**src/rtl/srst_pkg.sv**
```systemverilog
`default_nettype none

package srst_pkg;

  localparam int NUM_VARS  = 256;
  localparam int LOG_DEPTH = 1024;

  localparam int VAR_W  = $clog2(NUM_VARS);
  localparam int LA_W   = $clog2(LOG_DEPTH);
  localparam int FILL_W = $clog2(LOG_DEPTH + 1);

  localparam int BLK_W = 16;
  localparam int VER_W = 16;
  localparam int CNT_W = 11;

  localparam logic [1:0] KIND_USE = 2'd0;
  localparam logic [1:0] KIND_DEF = 2'd1;
  localparam logic [1:0] KIND_POP = 2'd2;

  localparam logic [1:0] ST_OK       = 2'd0;
  localparam logic [1:0] ST_NO_DEF   = 2'd1;
  localparam logic [1:0] ST_LOG_FULL = 2'd2;

  typedef enum logic [1:0] {
    OP_USE,
    OP_DEF,
    OP_POP,
    OP_NOP
  } op_t;

  typedef enum logic [1:0] {
    S_IDLE,
    S_EXEC,
    S_POP_CHK,
    S_FINISH
  } state_t;

  typedef struct packed {
    op_t              op;
    logic [VAR_W-1:0] var_index;
    logic [BLK_W-1:0] block_id;
    logic [VER_W-1:0] version;
  } cmd_t;

  typedef struct packed {
    logic [BLK_W-1:0] block;
    logic [VER_W-1:0] version;
  } top_t;

  typedef struct packed {
    logic [VAR_W-1:0] var_index;
    logic [BLK_W-1:0] block;
    logic             prev_valid;
    top_t             prev;
  } log_t;

endpackage

`default_nettype wire

```
**src/rtl/srst_queue.sv**
```systemverilog
`default_nettype none

module srst_queue (
  input  wire logic           clk,
  input  wire logic           rst,
  input  wire logic           push,
  input  wire srst_pkg::cmd_t push_cmd,
  output logic                full,
  output logic                head_valid,
  output srst_pkg::cmd_t      head_cmd,
  input  wire logic           take
);

  srst_pkg::cmd_t entries [2];
  logic           wr_ptr;
  logic           rd_ptr;
  logic [1:0]     count;

  logic do_push;
  logic do_take;

  assign full       = (count == 2'd2);
  assign head_valid = (count != 2'd0);
  assign head_cmd   = entries[rd_ptr];
  assign do_push    = push && !full;
  assign do_take    = take && head_valid;

  always_ff @(posedge clk) begin
    if (rst) begin
      wr_ptr <= 1'b0;
      rd_ptr <= 1'b0;
      count  <= 2'd0;
    end else begin
      if (do_push) begin
        wr_ptr <= !wr_ptr;
      end
      if (do_take) begin
        rd_ptr <= !rd_ptr;
      end
      case ({do_push, do_take})
        2'b10:   count <= count + 2'd1;
        2'b01:   count <= count - 2'd1;
        default: count <= count;
      endcase
    end
  end

  always_ff @(posedge clk) begin
    if (do_push) begin
      entries[wr_ptr] <= push_cmd;
    end
  end

endmodule

`default_nettype wire

```
**config.mk**
```make
export PLATFORM = sky130hd
export DESIGN_NAME = srst_queue
export DESIGN_NICKNAME = d
export VERILOG_FILES = /design/src/rtl/srst_pkg.sv /design/src/rtl/srst_queue.sv
export SDC_FILE = /design/constraint.sdc
export NUM_CORES = 1
export LEC_CHECK = 0
export ABC_CLOCK_PERIOD_IN_PS = 6800
export BUFFER_PORTS_ARGS = -buffer_cell sky130_fd_sc_hd__buf_2
export CAP_MARGIN = 15
export CORE_UTILIZATION = 45
export CTS_BUF_LIST = sky130_fd_sc_hd__clkbuf_8
export DETAILED_ROUTE_END_ITERATION = 7
export PLACE_DENSITY = 0.7
export SETUP_SLACK_MARGIN = 0.1
export SYNTH_ARGS = -nofsm -noshare
export SYNTH_HDL_FRONTEND = slang
export SYNTH_SLANG_ARGS = --single-unit
```
**constraint.sdc**
```tcl
create_clock -name clk -period 6.8 [get_ports clk]
set_input_delay 1.7 -clock clk [delete_from_list [all_inputs] [get_ports clk]]
set_output_delay 1.7 -clock clk [all_outputs]
set_load 0.005 [all_outputs]
```
==> impl_metrics.csv <==
group,metric,value,unit
run_status,status,"finished clean",
critical_path,cp.required,5.10,ns
placement,place_area,3790,µm²
detailed_routing,drc,0,
sta,slew_headroom,31.5,%
synthesis,yosysSeqAreaShare,80.8,%
clocking,cts_setup_buffers,0,
power,pwr-share-seq,51.8,%
floorplanning,die-width,86.9,µm
final_layout,nets,299,
clocking,cts_max_path_buffers,2,
floorplanning,dieArea,7560,µm²
placement,hpwl,3150,µm
critical_path,critPathMaxFanout,42,
power,p_sw_share,25.5,%
detailed_routing,drt_wl_total,5160,µm
sta,fin_skew,0.00819,ns
sta,max_clock_freq,277,MHz
final_layout,layout_commonest_cell,"buf_2",
synthesis,synth_area_per_cell,20.7,µm²
floorplanning,num_io_pins,90,
clocking,cts_tree,"done",
synthesis,yosysWarnings,0,
final_layout,area_delta_synth_final,23.5,%
critical_path,cp-start-kind,"flip-flop",
global_routing,grt_use_total,14.6,%
power,finalPower,0.00145,W
synthesis,synth_fp_nets,204,
power,switchingPower,0.000370,W
placement,io_buffers,89,
detailed_routing,viasPerCell,4.74,
clocking,cts_inserted_buffers,9,
clocking,clock_sinks,89,
clocking,clk_pin_slew,0.08,ns
detailed_routing,via_count,1674,
power,p_int,0.00108,W
sta,rsz0062_at_grt,"false",
clocking,ctsResizeCount,0,
sta,finalSetupViolCount,0,
global_routing,grt_pass1_wl,7940,µm
sta,worst_slew_pin_slew,1.03,ns
synthesis,synth.cell_area,3250,µm²
detailed_routing,first_pass_iters,4,
placement,place_congestion,0.650,
sta,period_share,53.0,%
synthesis,ys_types,19,
detailed_routing,wl_per_cell,14.6,µm
clocking,hold_buffers,0,
synthesis,synth_seq_cells,89,
final_layout,final_cell_mix,"buf_2, edfxtp_1, mux2_2",
critical_path,arrival,1.91,ns
sta,fin_crit,3.61,ns
sta,final.hold.worst_slack,0.523,ns
critical_path,crit_type,"flip-flop to output port",
critical_path,critPathCaptureType,"output port",
hold_path,hold_class,"flip-flop to flip-flop",
global_routing,grt_max_degree,43,
run,maxCapViolCount,0,
final_layout,drive_above_1_share,59.1,%
power,combPwrFrac,21.7,%
floorplanning,num_rows,30,
sta,hold_viol_final,0,
global_routing,grt_pass1_vias,1732,
floorplanning,start_util,47.2,%
power,worst_ir_drop_vdd,0.000283,V
power,pwr-share-clk,26.5,%
synthesis,synthCells,157,
global_routing,grt_overflow,0,
detailed_routing,drtAntennaViolNets,0,
sta,final.setup.tns,0,ns
clocking,clockRootBuffer,"clkbuf_8",
global_routing,grt_antenna_before_repair,0,
sta,drv_slew,0,
power,p_leak,1.50,nW
floorplanning,die_h,86.9,µm
final_layout,antenna_cells,0,
floorplanning,fp.coreArea,6870,µm²
final_layout,finalInstanceArea,4010,µm²
clocking,htree_levels,3,
clocking,clk-insertion-delay-late,0.34,ns
power,p_per_area,363,nW/µm²
detailed_routing,drt_iter0_drc,49,
[power by group through the flow]
stage	clock, W	sequential [W]	combinational [W]
6_report	0.000385	0.000753	0.000316
5_1_grt	0.000415	0.000767	0.000345
4_1_cts	0.000393	0.000755	0.000322
3_5_place_dp	0	0.000767	0.000320
3_3_place_gp	0	0.000764	0.000318
2_1_floorplan	0	0.000722	0.000224
[synthesized netlist by cell type]
library cell / instances / area [µm²]
mux2_2: 42 / 473
and3_1: 1 / 6.26
ha_1: 1 / 12.5
xnor2_1: 2 / 17.5
dfxtp_1: 5 / 100
clkbuf_1: 1 / 3.75
inv_1: 2 / 7.51
inv_2: 1 / 3.75
nand2_1: 1 / 3.75
nor2_1: 3 / 11.3
nand2b_2: 1 / 8.76
o21ai_0: 2 / 10.0
a21oi_1: 2 / 10.0
buf_2: 4 / 20.0
xor2_1: 1 / 8.76
or3_1: 2 / 12.5
edfxtp_1: 84 / 2520
o21a_1: 1 / 7.51
or2_2: 1 / 6.26
[cell families (layout without fill, tap and decap cells)]
family	after synthesis	after routing	share of synthesized area (%)
and+or+nand+nor	9	9	1.50
buffers and inverters	8	108	1.08
adders and majority gates	1	1	0.385
xor gates and xnor gates	3	3	0.810
AOI/OAI and AO/OA	5	5	0.848
DFF	89	89	80.8
muxes	42	42	14.6
[cell type report]
class / count / area, µm²
inverters: 3 / 11.3
multi-input cells: 60 / 589
fillers: 549 / 2860
repair buffers: 89 / 445
clock inverters: 7 / 93.8
well taps: 96 / 120
flip-flops and latches: 89 / 2620
clock buffers: 9 / 124
[path summary, 6_finish.rpt]
path / start / endpoint / slack (ns) / depth (start not counted)
setup / recovery: flip-flop / head_cmd[17] / 3.19 / 2
hold / removal: wr_ptr / wr_ptr / 0.52 / 2
setup reg to reg: count[0] / entries[0][14] / 4.72 / 4
hold reg to reg: wr_ptr / wr_ptr / 0.52 / 2
[routing by layer]
layer / up-vias / share of wire, % / routed length [µm] / track usage (%)
met5: - / 0 / 0 / 0
met3: 0 / 8.7 / 451 / 6.35
met1: 811 / 43 / 2210 / 16.5
li1: 797 / - / - / -
met2: 66 / 48 / 2500 / 24.8
met4: 0 / 0 / 0 / 5.00
[critical path, cell delays in order (launching register included)]
cell     delay [ns]
dfxtp_2        0.99
mux2_2         0.43
buf_2          0.13
[metrics by stage]
step	std cells	setup WS (ns)	utilization [%]
6_report	353	3.19	58.3
5_1_grt	353	3.04	58.3
4_1_cts	353	3.11	58.3
3_5_place_dp	337	3.44	55.2
3_3_place_gp	337	3.47	55.2
2_1_floorplan	157	3.48	-
[registers in the layout, indices dropped and copies added, names as in the netlist, named ones only]
register,flops
entries,84
wr_ptr,1
count,2
rd_ptr,1
Note: power is estimated with default switching activity, not from simulation.
